## src/amfs_pkg.sv

```systemverilog
`timescale 1ns / 1ps
// ----------------------------------------------------------------------------
// amfs_pkg
// Shared types, constants and the microprogram ROM of the AT modem frame
// sender.
// ----------------------------------------------------------------------------
package amfs_pkg;

  // Sizing
  localparam int unsigned MaxPayload     = 12;
  localparam int unsigned ReplyLineBytes = 32;
  localparam int unsigned LineMax        = ReplyLineBytes - 1;
  localparam int unsigned IdxW           = $clog2(MaxPayload);
  localparam int unsigned CntW           = $clog2(MaxPayload + 1);
  localparam int unsigned PosW           = $clog2(ReplyLineBytes);
  localparam int unsigned HeadLen        = 6;

  // Input operations
  localparam logic [1:0] OpTick    = 2'd0;
  localparam logic [1:0] OpRxChar  = 2'd1;
  localparam logic [1:0] OpPayload = 2'd2;

  // Event codes
  localparam logic [2:0] EvNone      = 3'd0;
  localparam logic [2:0] EvReady     = 3'd1;
  localparam logic [2:0] EvError     = 3'd2;
  localparam logic [2:0] EvSendStart = 3'd3;
  localparam logic [2:0] EvSendDone  = 3'd4;
  localparam logic [2:0] EvReject    = 3'd5;

  // Controller modes
  localparam logic [2:0] ModeStartup    = 3'd0;
  localparam logic [2:0] ModeResetLow   = 3'd1;
  localparam logic [2:0] ModeBootWait   = 3'd2;
  localparam logic [2:0] ModeProbeReply = 3'd3;
  localparam logic [2:0] ModeReady      = 3'd4;
  localparam logic [2:0] ModeSendReply  = 3'd5;

  // Configuration register indexes
  localparam logic [2:0] RegStartupDelay  = 3'd0;
  localparam logic [2:0] RegResetLowTime  = 3'd1;
  localparam logic [2:0] RegBootWait      = 3'd2;
  localparam logic [2:0] RegProbeReplyWt  = 3'd3;
  localparam logic [2:0] RegSendReplyWt   = 3'd4;

  // Characters
  localparam logic [7:0] ChCr = 8'h0D;
  localparam logic [7:0] ChLf = 8'h0A;
  localparam logic [7:0] ChA  = 8'h41;
  localparam logic [7:0] ChT  = 8'h54;
  localparam logic [7:0] ChO  = 8'h4F;
  localparam logic [7:0] ChK  = 8'h4B;

  // Microprogram
  localparam int unsigned PcW = 5;

  localparam logic [PcW-1:0] AEv0    = 5'd0;
  localparam logic [PcW-1:0] AFail   = 5'd1;
  localparam logic [PcW-1:0] AReject = 5'd2;
  localparam logic [PcW-1:0] AReady  = 5'd3;
  localparam logic [PcW-1:0] ADone   = 5'd4;
  localparam logic [PcW-1:0] AProbe  = 5'd6;
  localparam logic [PcW-1:0] ASend   = 5'd10;
  localparam logic [PcW-1:0] AHexHi  = 5'd16;
  localparam logic [PcW-1:0] ACheck  = 5'd19;

  typedef enum logic [1:0] {
    CSEL_CONST,
    CSEL_HEX_HI,
    CSEL_HEX_LO
  } csel_e;

  typedef enum logic [1:0] {
    JMP_NEXT,
    JMP_END,
    JMP_LOOP,
    JMP_CHECK
  } jmp_e;

  typedef struct packed {
    logic       emit;
    csel_e      csel;
    logic [7:0] chr;
    logic [2:0] evt;
    logic       last;
    jmp_e       jmp;
  } ctrl_t;

  function automatic ctrl_t cw(logic emit, csel_e csel, logic [7:0] chr,
                               logic [2:0] evt, logic last, jmp_e jmp);
    ctrl_t w;
    w.emit = emit;
    w.csel = csel;
    w.chr  = chr;
    w.evt  = evt;
    w.last = last;
    w.jmp  = jmp;
    return w;
  endfunction

  function automatic logic [7:0] cmd_head(logic [2:0] p);
    logic [7:0] c;
    unique case (p)
      3'd0:    c = 8'h41; // A
      3'd1:    c = 8'h54; // T
      3'd2:    c = 8'h24; // $
      3'd3:    c = 8'h53; // S
      3'd4:    c = 8'h46; // F
      default: c = 8'h3D; // =
    endcase
    return c;
  endfunction

  function automatic logic [7:0] hex_digit(logic [3:0] n);
    return (n < 4'd10) ? (8'h30 + {4'd0, n}) : (8'h37 + {4'd0, n});
  endfunction

  // Control store: one word per step
  function automatic ctrl_t rom_word(logic [PcW-1:0] pc);
    ctrl_t w;
    unique case (pc)
      5'd0:    w = cw(1'b1, CSEL_CONST,  8'h00,       EvNone,      1'b1, JMP_END);
      5'd1:    w = cw(1'b1, CSEL_CONST,  8'h00,       EvError,     1'b1, JMP_END);
      5'd2:    w = cw(1'b1, CSEL_CONST,  8'h00,       EvReject,    1'b1, JMP_END);
      5'd3:    w = cw(1'b1, CSEL_CONST,  8'h00,       EvReady,     1'b1, JMP_END);
      5'd4:    w = cw(1'b1, CSEL_CONST,  8'h00,       EvSendDone,  1'b0, JMP_NEXT);
      5'd5:    w = cw(1'b1, CSEL_CONST,  8'h00,       EvReady,     1'b1, JMP_END);
      5'd6:    w = cw(1'b1, CSEL_CONST,  ChCr,        EvNone,      1'b0, JMP_NEXT);
      5'd7:    w = cw(1'b1, CSEL_CONST,  ChA,         EvNone,      1'b0, JMP_NEXT);
      5'd8:    w = cw(1'b1, CSEL_CONST,  ChT,         EvNone,      1'b0, JMP_NEXT);
      5'd9:    w = cw(1'b1, CSEL_CONST,  ChCr,        EvNone,      1'b1, JMP_END);
      5'd10:   w = cw(1'b1, CSEL_CONST,  cmd_head(3'd0), EvNone,   1'b0, JMP_NEXT);
      5'd11:   w = cw(1'b1, CSEL_CONST,  cmd_head(3'd1), EvNone,   1'b0, JMP_NEXT);
      5'd12:   w = cw(1'b1, CSEL_CONST,  cmd_head(3'd2), EvNone,   1'b0, JMP_NEXT);
      5'd13:   w = cw(1'b1, CSEL_CONST,  cmd_head(3'd3), EvNone,   1'b0, JMP_NEXT);
      5'd14:   w = cw(1'b1, CSEL_CONST,  cmd_head(3'd4), EvNone,   1'b0, JMP_NEXT);
      5'd15:   w = cw(1'b1, CSEL_CONST,  cmd_head(3'd5), EvNone,   1'b0, JMP_NEXT);
      5'd16:   w = cw(1'b1, CSEL_HEX_HI, 8'h00,       EvNone,      1'b0, JMP_NEXT);
      5'd17:   w = cw(1'b1, CSEL_HEX_LO, 8'h00,       EvNone,      1'b0, JMP_LOOP);
      5'd18:   w = cw(1'b1, CSEL_CONST,  ChCr,        EvSendStart, 1'b1, JMP_END);
      5'd19:   w = cw(1'b0, CSEL_CONST,  8'h00,       EvNone,      1'b0, JMP_CHECK);
      default: w = cw(1'b0, CSEL_CONST,  8'h00,       EvNone,      1'b0, JMP_END);
    endcase
    return w;
  endfunction

endpackage

```

## src/at_modem_frame_sender.sv

```systemverilog
`timescale 1ns / 1ps
// ----------------------------------------------------------------------------
// at_modem_frame_sender
// Brings up an AT-command radio modem and sends payload frames through it,
// checking echo and OK reply lines.
// ----------------------------------------------------------------------------
//
//  channel  | handshake               | payload
//  ---------+-------------------------+-----------------------------------------
//  input    | in_valid_i / in_ready_o | op_i, data_i, frame_end_i
//  output   | out_valid_o/out_ready_i | tx_valid_o, tx_char_o, reset_level_o,
//           |                         | event_res_o, is_ready_o, last_o
//  config   | psel/penable/pwrite     | paddr, pwdata, prdata (pready tied 1)
//
// Timing: an input beat is decoded in the cycle it is accepted. Ticks and
// payload bytes that give no result finish in that same cycle. A received
// character takes an extra control step (payload store read) before any
// result. Results come from microcode steps, so the closing byte of a frame
// steps through the command head, two hex digits per byte and a closing CR;
// output stalls hold the sequencer in place.
// in_ready_o is high whenever the sequencer is idle; the output register
// lets the next input beat in while the final result still waits.
// Reset: config and control state reset, but not chr_q or output data bits.
// ----------------------------------------------------------------------------
module at_modem_frame_sender (
  input  logic        clk_i,
  input  logic        rst_ni,
  // input channel
  input  logic        in_valid_i,
  output logic        in_ready_o,
  input  logic [1:0]  op_i,
  input  logic [7:0]  data_i,
  input  logic        frame_end_i,
  // output channel
  output logic        out_valid_o,
  input  logic        out_ready_i,
  output logic        tx_valid_o,
  output logic [7:0]  tx_char_o,
  output logic        reset_level_o,
  output logic [2:0]  event_res_o,
  output logic        is_ready_o,
  output logic        last_o,
  // configuration port
  input  logic        psel,
  input  logic        penable,
  input  logic        pwrite,
  input  logic [4:0]  paddr,
  input  logic [31:0] pwdata,
  output logic [31:0] prdata,
  output logic        pready
);

  localparam int unsigned IdxW = amfs_pkg::IdxW;
  localparam int unsigned CntW = amfs_pkg::CntW;
  localparam int unsigned PosW = amfs_pkg::PosW;
  localparam int unsigned PcW  = amfs_pkg::PcW;

  // --------------------------------------------------------------------------
  // Configuration registers
  // --------------------------------------------------------------------------
  logic [15:0] startup_delay_q, reset_low_time_q, boot_wait_q;
  logic [15:0] probe_wait_q, send_wait_q;
  logic        cfg_wr;
  logic [2:0]  cfg_idx;

  assign cfg_wr  = psel & penable & pwrite;
  assign cfg_idx = paddr[4:2];
  assign pready  = 1'b1;

  always_ff @(posedge clk_i or negedge rst_ni) begin
    if (!rst_ni) begin
      startup_delay_q  <= 16'd100;
      reset_low_time_q <= 16'd100;
      boot_wait_q      <= 16'd3000;
      probe_wait_q     <= 16'd100;
      send_wait_q      <= 16'd8000;
    end else if (cfg_wr) begin
      unique case (cfg_idx)
        amfs_pkg::RegStartupDelay: startup_delay_q  <= pwdata[15:0];
        amfs_pkg::RegResetLowTime: reset_low_time_q <= pwdata[15:0];
        amfs_pkg::RegBootWait:     boot_wait_q      <= pwdata[15:0];
        amfs_pkg::RegProbeReplyWt: probe_wait_q     <= pwdata[15:0];
        amfs_pkg::RegSendReplyWt:  send_wait_q      <= pwdata[15:0];
        default: ;
      endcase
    end
  end

  always_comb begin
    unique case (cfg_idx)
      amfs_pkg::RegStartupDelay: prdata = {16'd0, startup_delay_q};
      amfs_pkg::RegResetLowTime: prdata = {16'd0, reset_low_time_q};
      amfs_pkg::RegBootWait:     prdata = {16'd0, boot_wait_q};
      amfs_pkg::RegProbeReplyWt: prdata = {16'd0, probe_wait_q};
      amfs_pkg::RegSendReplyWt:  prdata = {16'd0, send_wait_q};
      default:                   prdata = 32'd0;
    endcase
  end

  // --------------------------------------------------------------------------
  // Controller state
  // --------------------------------------------------------------------------
  logic [2:0]      mode_q, mode_d;
  logic [15:0]     delay_q, delay_d;
  logic [CntW-1:0] count_q, count_d;
  logic            ovf_q, ovf_d;
  logic            line_q, line_d;         // 0: echo line, 1: OK line
  logic [PosW-1:0] pos_q, pos_d;
  logic            mis_q, mis_d;
  logic            pin_q, pin_d;

  // sequencer
  logic            busy_q, busy_d;
  logic [PcW-1:0]  pc_q, pc_d;
  logic [IdxW-1:0] bidx_q, bidx_d;
  logic [7:0]      chr_q, chr_d;

  // output register
  logic            ovalid_q, ovalid_d;
  logic            otx_q, otx_d;
  logic [7:0]      ochar_q, ochar_d;
  logic            olvl_q, olvl_d;
  logic [2:0]      oev_q, oev_d;
  logic            ordy_q, ordy_d;
  logic            olast_q, olast_d;

  // payload store
  logic            ram_we;
  logic [7:0]      ram_rdata;

  amfs_ram #(
    .Width (8),
    .Depth (amfs_pkg::MaxPayload)
  ) u_payload (
    .clk_i   (clk_i),
    .we_i    (ram_we),
    .waddr_i (count_q[IdxW-1:0]),
    .wdata_i (data_i),
    .raddr_i (bidx_d),
    .rdata_o (ram_rdata)
  );

  amfs_pkg::ctrl_t ctrl;
  logic            can_load, step_go, accept;
  logic [7:0]      emit_char;

  // reply-line helpers
  logic [PosW-1:0] body_len, pos_off;
  logic [PosW:0]   pos_inc;
  logic            exp_ok;
  logic [7:0]      exp_char;
  logic [15:0]     delay_dec;
  logic            stored;
  logic [CntW-1:0] count_new;
  logic            ovf_new;

  assign ctrl     = amfs_pkg::rom_word(pc_q);
  assign can_load = !ovalid_q || out_ready_i;
  assign step_go  = busy_q && (!ctrl.emit || can_load);
  assign accept   = in_valid_i && !busy_q;
  assign in_ready_o = !busy_q;

  always_comb begin
    unique case (ctrl.csel)
      amfs_pkg::CSEL_HEX_HI: emit_char = amfs_pkg::hex_digit(ram_rdata[7:4]);
      amfs_pkg::CSEL_HEX_LO: emit_char = amfs_pkg::hex_digit(ram_rdata[3:0]);
      default:               emit_char = ctrl.chr;
    endcase
  end

  // Expected reply character at the current line position
  assign body_len = (line_q || mode_q != amfs_pkg::ModeSendReply) ? PosW'(2)
                  : PosW'(amfs_pkg::HeadLen) + PosW'({count_q, 1'b0});
  assign pos_off  = pos_q - PosW'(amfs_pkg::HeadLen);
  assign pos_inc  = {1'b0, pos_q} + 1'b1;

  always_comb begin
    exp_ok = pos_q < body_len;
    if (line_q) begin
      exp_char = (pos_q == '0) ? amfs_pkg::ChO : amfs_pkg::ChK;
    end else if (mode_q != amfs_pkg::ModeSendReply) begin
      exp_char = (pos_q == '0) ? amfs_pkg::ChA : amfs_pkg::ChT;
    end else if (pos_q < PosW'(amfs_pkg::HeadLen)) begin
      exp_char = amfs_pkg::cmd_head(pos_q[2:0]);
    end else begin
      exp_char = pos_off[0] ? amfs_pkg::hex_digit(ram_rdata[3:0])
                            : amfs_pkg::hex_digit(ram_rdata[7:4]);
    end
  end

  assign delay_dec = (delay_q != 16'd0) ? (delay_q - 16'd1) : 16'd0;
  assign stored    = (mode_q == amfs_pkg::ModeReady) &&
                     (count_q < CntW'(amfs_pkg::MaxPayload));
  assign count_new = stored ? (count_q + 1'b1) : count_q;
  assign ovf_new   = ovf_q | ~stored;
  assign ram_we    = accept && (op_i == amfs_pkg::OpPayload) && stored;

  always_comb begin
    mode_d  = mode_q;
    delay_d = delay_q;
    count_d = count_q;
    ovf_d   = ovf_q;
    line_d  = line_q;
    pos_d   = pos_q;
    mis_d   = mis_q;
    pin_d   = pin_q;
    busy_d  = busy_q;
    pc_d    = pc_q;
    bidx_d  = bidx_q;
    chr_d   = chr_q;

    if (busy_q) begin
      if (step_go) begin
        unique case (ctrl.jmp)
          amfs_pkg::JMP_NEXT: pc_d = pc_q + PcW'(1);
          amfs_pkg::JMP_END:  busy_d = 1'b0;
          amfs_pkg::JMP_LOOP: begin
            bidx_d = bidx_q + 1'b1;
            if (({1'b0, bidx_q} + 1'b1) < (IdxW+1)'(count_q)) begin
              pc_d = amfs_pkg::AHexHi;
            end else begin
              pc_d = pc_q + PcW'(1);
            end
          end
          default: begin
            // reply character check
            busy_d = 1'b0;
            if (chr_q == amfs_pkg::ChCr) begin
              if (pos_q != '0) begin
                if (mis_q || pos_q != body_len) begin
                  pin_d   = 1'b0;
                  mode_d  = amfs_pkg::ModeResetLow;
                  delay_d = reset_low_time_q;
                  busy_d  = 1'b1;
                  pc_d    = amfs_pkg::AFail;
                end else begin
                  pos_d = '0;
                  mis_d = 1'b0;
                  if (!line_q) begin
                    line_d = 1'b1;
                  end else begin
                    busy_d  = 1'b1;
                    pc_d    = (mode_q == amfs_pkg::ModeSendReply) ? amfs_pkg::ADone
                                                                   : amfs_pkg::AReady;
                    mode_d  = amfs_pkg::ModeReady;
                    count_d = '0;
                  end
                end
              end
            end else begin
              if (!exp_ok || exp_char != chr_q) begin
                mis_d = 1'b1;
              end
              pos_d = pos_inc[PosW-1:0];
              if (pos_inc >= (PosW+1)'(amfs_pkg::LineMax)) begin
                pin_d   = 1'b0;
                mode_d  = amfs_pkg::ModeResetLow;
                delay_d = reset_low_time_q;
                busy_d  = 1'b1;
                pc_d    = amfs_pkg::AFail;
              end
            end
          end
        endcase
      end
    end else if (in_valid_i) begin
      unique case (op_i)
        amfs_pkg::OpTick: begin
          if (mode_q != amfs_pkg::ModeReady) begin
            delay_d = delay_dec;
            if (delay_dec == 16'd0) begin
              busy_d = 1'b1;
              unique case (mode_q)
                amfs_pkg::ModeStartup: begin
                  pin_d   = 1'b0;
                  mode_d  = amfs_pkg::ModeResetLow;
                  delay_d = reset_low_time_q;
                  pc_d    = amfs_pkg::AEv0;
                end
                amfs_pkg::ModeResetLow: begin
                  pin_d   = 1'b1;
                  mode_d  = amfs_pkg::ModeBootWait;
                  delay_d = boot_wait_q;
                  pc_d    = amfs_pkg::AEv0;
                end
                amfs_pkg::ModeBootWait: begin
                  mode_d  = amfs_pkg::ModeProbeReply;
                  delay_d = probe_wait_q;
                  line_d  = 1'b0;
                  pos_d   = '0;
                  mis_d   = 1'b0;
                  pc_d    = amfs_pkg::AProbe;
                end
                default: begin
                  // reply window expired
                  pin_d   = 1'b0;
                  mode_d  = amfs_pkg::ModeResetLow;
                  delay_d = reset_low_time_q;
                  pc_d    = amfs_pkg::AFail;
                end
              endcase
            end
          end
        end
        amfs_pkg::OpRxChar: begin
          if ((mode_q == amfs_pkg::ModeProbeReply || mode_q == amfs_pkg::ModeSendReply)
              && data_i != amfs_pkg::ChLf) begin
            busy_d = 1'b1;
            pc_d   = amfs_pkg::ACheck;
            chr_d  = data_i;
            bidx_d = IdxW'(pos_off >> 1);
          end
        end
        amfs_pkg::OpPayload: begin
          count_d = count_new;
          ovf_d   = ovf_new;
          if (frame_end_i) begin
            busy_d = 1'b1;
            if (ovf_new || mode_q != amfs_pkg::ModeReady || count_new == '0) begin
              ovf_d   = 1'b0;
              count_d = '0;
              pc_d    = amfs_pkg::AReject;
            end else begin
              pc_d    = amfs_pkg::ASend;
              bidx_d  = '0;
              mode_d  = amfs_pkg::ModeSendReply;
              delay_d = send_wait_q;
              line_d  = 1'b0;
              pos_d   = '0;
              mis_d   = 1'b0;
            end
          end
        end
        default: ;
      endcase
    end
  end

  // Output register: reset level and ready flag come from the settled state
  always_comb begin
    ovalid_d = ovalid_q;
    otx_d    = otx_q;
    ochar_d  = ochar_q;
    olvl_d   = olvl_q;
    oev_d    = oev_q;
    ordy_d   = ordy_q;
    olast_d  = olast_q;
    if (step_go && ctrl.emit) begin
      ovalid_d = 1'b1;
      otx_d    = (ctrl.csel != amfs_pkg::CSEL_CONST) || (ctrl.chr != 8'h00);
      ochar_d  = emit_char;
      olvl_d   = pin_q;
      oev_d    = ctrl.evt;
      ordy_d   = (mode_q == amfs_pkg::ModeReady);
      olast_d  = ctrl.last;
    end else if (out_ready_i) begin
      ovalid_d = 1'b0;
    end
  end

  always_ff @(posedge clk_i or negedge rst_ni) begin
    if (!rst_ni) begin
      mode_q   <= amfs_pkg::ModeStartup;
      delay_q  <= 16'd100;
      count_q  <= '0;
      ovf_q    <= 1'b0;
      line_q   <= 1'b0;
      pos_q    <= '0;
      mis_q    <= 1'b0;
      pin_q    <= 1'b1;
      busy_q   <= 1'b0;
      pc_q     <= '0;
      bidx_q   <= '0;
      ovalid_q <= 1'b0;
    end else begin
      mode_q   <= mode_d;
      delay_q  <= delay_d;
      count_q  <= count_d;
      ovf_q    <= ovf_d;
      line_q   <= line_d;
      pos_q    <= pos_d;
      mis_q    <= mis_d;
      pin_q    <= pin_d;
      busy_q   <= busy_d;
      pc_q     <= pc_d;
      bidx_q   <= bidx_d;
      ovalid_q <= ovalid_d;
    end
  end

  always_ff @(posedge clk_i) begin
    chr_q   <= chr_d;
    otx_q   <= otx_d;
    ochar_q <= ochar_d;
    olvl_q  <= olvl_d;
    oev_q   <= oev_d;
    ordy_q  <= ordy_d;
    olast_q <= olast_d;
  end

  assign out_valid_o   = ovalid_q;
  assign tx_valid_o    = otx_q;
  assign tx_char_o     = ochar_q;
  assign reset_level_o = olvl_q;
  assign event_res_o   = oev_q;
  assign is_ready_o    = ordy_q;
  assign last_o        = olast_q;

endmodule

```

## src/amfs_ram.sv

```systemverilog
`timescale 1ns / 1ps
// ----------------------------------------------------------------------------
// amfs_ram
// Generic single-write, single-read RAM with registered read data.
// ----------------------------------------------------------------------------
module amfs_ram #(
  parameter int unsigned Width = 8,
  parameter int unsigned Depth = 12
) (
  input  logic                     clk_i,
  input  logic                     we_i,
  input  logic [$clog2(Depth)-1:0] waddr_i,
  input  logic [Width-1:0]         wdata_i,
  input  logic [$clog2(Depth)-1:0] raddr_i,
  output logic [Width-1:0]         rdata_o
);

  logic [Width-1:0] mem_q [Depth];
  logic [Width-1:0] rdata_q;

  always_ff @(posedge clk_i) begin
    if (we_i) begin
      mem_q[waddr_i] <= wdata_i;
    end
    rdata_q <= mem_q[raddr_i];
  end

  assign rdata_o = rdata_q;

endmodule
```

## config.mk

```make
export PLATFORM = sky130hd
export DESIGN_NAME = at_modem_frame_sender
export DESIGN_NICKNAME = d
export VERILOG_FILES = /design/src/amfs_pkg.sv /design/src/at_modem_frame_sender.sv /design/src/amfs_ram.sv
export SDC_FILE = /design/constraint.sdc
export NUM_CORES = 1
export LEC_CHECK = 0
export BUFFER_PORTS_ARGS = -buffer_cell sky130_fd_sc_hd__buf_2
export CAP_MARGIN = 20
export CORE_ASPECT_RATIO = 0.6
export CORE_MARGIN = 2
export CORE_UTILIZATION = 23
export CTS_CLUSTER_DIAMETER = 30
export DETAILED_ROUTE_END_ITERATION = 10
export GPL_TIMING_DRIVEN = 1
export PLACE_DENSITY = 0.35
export SETUP_SLACK_MARGIN = 0.02
export SKIP_CTS_REPAIR_TIMING = 1
export SLEW_MARGIN = 20
export SYNTH_ARGS = -nofsm -noshare
export SYNTH_HDL_FRONTEND = slang
export SYNTH_HIERARCHICAL = 1
export SYNTH_SLANG_ARGS = --single-unit
```

## constraint.sdc

```tcl
create_clock -name clk_i -period 5.47 [get_ports clk_i]
set_clock_uncertainty 0.2 [all_clocks]
set_input_delay 1.3675 -clock clk_i [delete_from_list [all_inputs] [get_ports clk_i]]
set_output_delay 1.3675 -clock clk_i [all_outputs]
set_load 0.1 [all_outputs]
```

==> impl_metrics.tcl <==
set metrics [dict create \
    outcome "complete, no violations" \
    pwr-share-comb_pct 31.6 \
    syn_to_final_growth_pct 26.9 \
    reg2reg_from "mode_q[2]$_DFFE_PN0P_" \
    clockPowerShare_pct 39.5 \
    ant_nets 0 \
    synthArstFlopShare_pct 49.4 \
    clock_latency_ps 610 \
    synth_edf_count 118 \
    worst_hold_path.endpoint "pin_q$_DFFE_PN1P_" \
    cp_top_family "compound AO/OA/AOI/OAI gates" \
    die_width_um 318 \
    cts_sinks 249 \
    globalRouteOverflowTotal 0 \
    fmax_mhz 218 \
    netlist.area_leader.share_pct 26.0 \
    regToRegEndpoint "u_payload/rdata_o[1]$_DFF_P_" \
    critPathMaxFanout 17 \
    timing.reg2reg.setup_slack_ps 890 \
    clk_pin_slew_worst_paths_ps 50 \
    htreeDepth 2 \
    drc 0 \
    rsz0062_at_grt "no" \
    ios 105 \
    synth-main-ff-cell "edfxtp_1" \
    p_sw_uw 3490 \
    slew_headroom_pct 33.2 \
    path_class "flop to flop" \
    internal_power_uw 5980 \
    drtIter0Drc 708 \
    nets 1386 \
    dieHeight_um 193 \
    crit_path_top_delay_cell "dfrtp_1" \
    cts-root-buf "clkbuf_16" \
    slowest_delay_ps 610 \
    p_leak_uw 0.00657 \
    cts_buffers 59 \
    finalSetupViolations 0 \
    track_usage_pct 14.5 \
    p_sw_share_pct 36.9 \
    ir_drop_uv 246 \
    worstMarginPinSlew_ps 993 \
    grt_antenna_before_repair 2 \
    drive_gt1_share_pct 29.7 \
    synth_top_cell_by_area "edfxtp_1" \
    startpoint_type "flop" \
    drtPass1Iterations 7 \
    dp_hpwl_mm 32.0 \
    worstRegToRegCells 13 \
    fin_crit_ps 4580 \
    cpMostUsedCell "inv_2" \
    vias 10300 \
    place_congestion 0.840 \
    final-hold-violation-count 0 \
    finalCritPeriodShare_pct 83.8 \
    grt_pass1_wl_mm 67.0 \
    synth_area_leaders "edfxtp_1, dfrtp_1, mux2_2" \
    design.die.area_um2 61300 \
    routed_wl_mm 44.1 \
    worstSetupPathDepth 13 \
    powerDensity_nw_per_um2 548 \
    whs_ps 272 \
    yosys_warnings 6 \
    worstHoldStart "pin_q$_DFFE_PN1P_" \
    syn_area_um2 13600 \
    cp.arrival_ps 4810 \
    seqPwrFrac_pct 28.9 \
    postSynthAreaPerCell_um2 11.4 \
    dp.cells 2017 \
    cts_tree "yes" \
    fin_setup_tns_ps 0 \
    synth_cell_type_count 98 \
    grt_max_degree 75 \
    drv_slew 0 \
    hold_depth 2 \
    core_area_um2 58900 \
    grt_pass1_vias 10200 \
    clock_path_buffers 3 \
    final_cells 2130 \
    via_per_inst 4.83 \
    portBuffers 68 \
    ys_seq_area_share_pct 50.0 \
    wl_per_cell_um 20.7 \
    placed_area_um2 15100 \
    rows 69 \
    maxCapViolCount 0 \
    design_area_um2 17300 \
    crit_buf_inv 3 \
    synth_seq_cells 249 \
    initial_core_util_pct 23.1 \
    hp-class "flop to flop" \
    endpoint_kind "flop" \
    required_ps 5700 \
    path_cells "inv_2 -> or3_1 -> inv_2 -> nand2_1 -> a21o_1 -> o21ai_0 -> nand4_1 -> a221oi_1 -> a21oi_4 -> buf_12 -> mux4_2 -> a22oi_1 -> o221ai_1" \
    synthCells 1194 \
]
==> worst max-delay path by stage <==
| stage | start | endpoint | slack (ps) |
|---|---|---|---|
| after detailed placement | data_i[5] | u_payload/rdata_o[1]$_DFF_P_ | 500 |
| final | mode_q[2]$_DFFE_PN0P_ | u_payload/rdata_o[1]$_DFF_P_ | 890 |
| after global routing | mode_q[2]$_DFFE_PN0P_ | u_payload/rdata_o[1]$_DFF_P_ | 740 |
| after global placement | data_i[1] | u_payload/rdata_o[1]$_DFF_P_ | 490 |
| after CTS | paddr[4] | prdata[5] | 920 |
| after floorplan | paddr[2] | prdata[0] | 250 |
==> per-stage QoR <==
stage               util, %  total power [µW]  setup WS [ps]
floorplan                 -              4730            249
global placement       25.7              5730            489
detailed placement     25.7              5730            504
CTS                    29.4              9550            920
global route           29.4              9960            737
finish                 29.4              9470            885
==> cells in the mapped netlist (all sizes together) (8+ instances only) <==
library cell,count
edfxtp,118
mux2,103
dfrtp,97
nand2,86
nor2,61
a21oi,55
a22oi,52
o21ai,52
clkbuf,51
inv,39
buf,35
ha,34
mux2i,31
nor3,31
dfstp,26
o22ai,25
a31oi,20
nand3,20
nor2b,17
mux4,16
nand4,15
xnor2,15
nand2b,13
nor4,13
o221ai,12
a21boi,8
a22o,8
dfxtp,8
o31ai,8
xor2,8
==> layout make-up <==
cell class | count | area (µm²)
well taps | 781 | 977
clock inverters | 40 | 534
clock buffers | 71 | 1610
multi-input cells | 836 | 6380
repair buffers | 112 | 825
fillers | 6053 | 41600
flip-flops and latches | 249 | 6820
diodes | 2 | 5.00
inverters | 39 | 146
==> cells by family after synthesis <==
kind of cell / Yosys count / synth area share, %
XOR/XNOR: 23 / 1.48
adder cells (fa/ha/maj): 34 / 3.12
multiplexers: 150 / 13.5
AND/OR/NAND/NOR: 307 / 11.9
other: 2 / 0.0551
flip-flops: 249 / 50.0
AO/OA/AOI/OAI: 304 / 15.6
buffers and inverters: 125 / 4.37
==> worst min-delay path, delay by kind of cell (launching register included) <==
kind / cells / cell delay (ps)
AOI/OAI and AO/OA: 1 / 50
and+or+nand+nor: 1 / 50
DFF: 1 / 370
==> layout by cell type, fill, tap and decap left out, drive strengths merged, types with 17 or more instances in the layout <==
cell	count
edfxtp	118
buf	112
mux2	103
dfrtp	97
nand2	86
clkbuf	71
nor2	61
a21oi	55
a22oi	52
o21ai	52
inv	45
ha	34
mux2i	31
nor3	31
dfstp	26
o22ai	25
nand3	20
a31oi	20
clkinv	19
conb	18
nor2b	17
==> metal layers <==
metal | part of all wire (%) | GRT usage [%] | vias to the layer above
li1 | - | - | 4775
met1 | 56 | 23.9 | 5228
met2 | 37 | 17.9 | 229
met3 | 5.5 | 3.03 | 47
met4 | 1.5 | 3.97 | 0
met5 | 0 | 0 | -
==> power by group through the flow <==
stage                     registers (µW)  clock network (µW)  logic (µW)
after floorplan                     2660                   0        2070
after global placement              2750                   0        2970
after detailed placement            2760                   0        2980
after CTS                           2730                3840        2990
after global routing                2790                3940        3230
final                               2730                3740        2990
==> sequential cells by signal, indices dropped and copies added, names as in the netlist, 5 cells and up <==
signal and cells:
reset_low_time_q 16, pc_q 5, u_payload/rdata_o 8, pos_q 5
tx_char_o 7, delay_q 16, boot_wait_q 16, u_payload/mem_q 96
startup_delay_q 16, chr_q 8, send_wait_q 16, probe_wait_q 16
No activity file was read; power rests on OpenSTA's default activity.
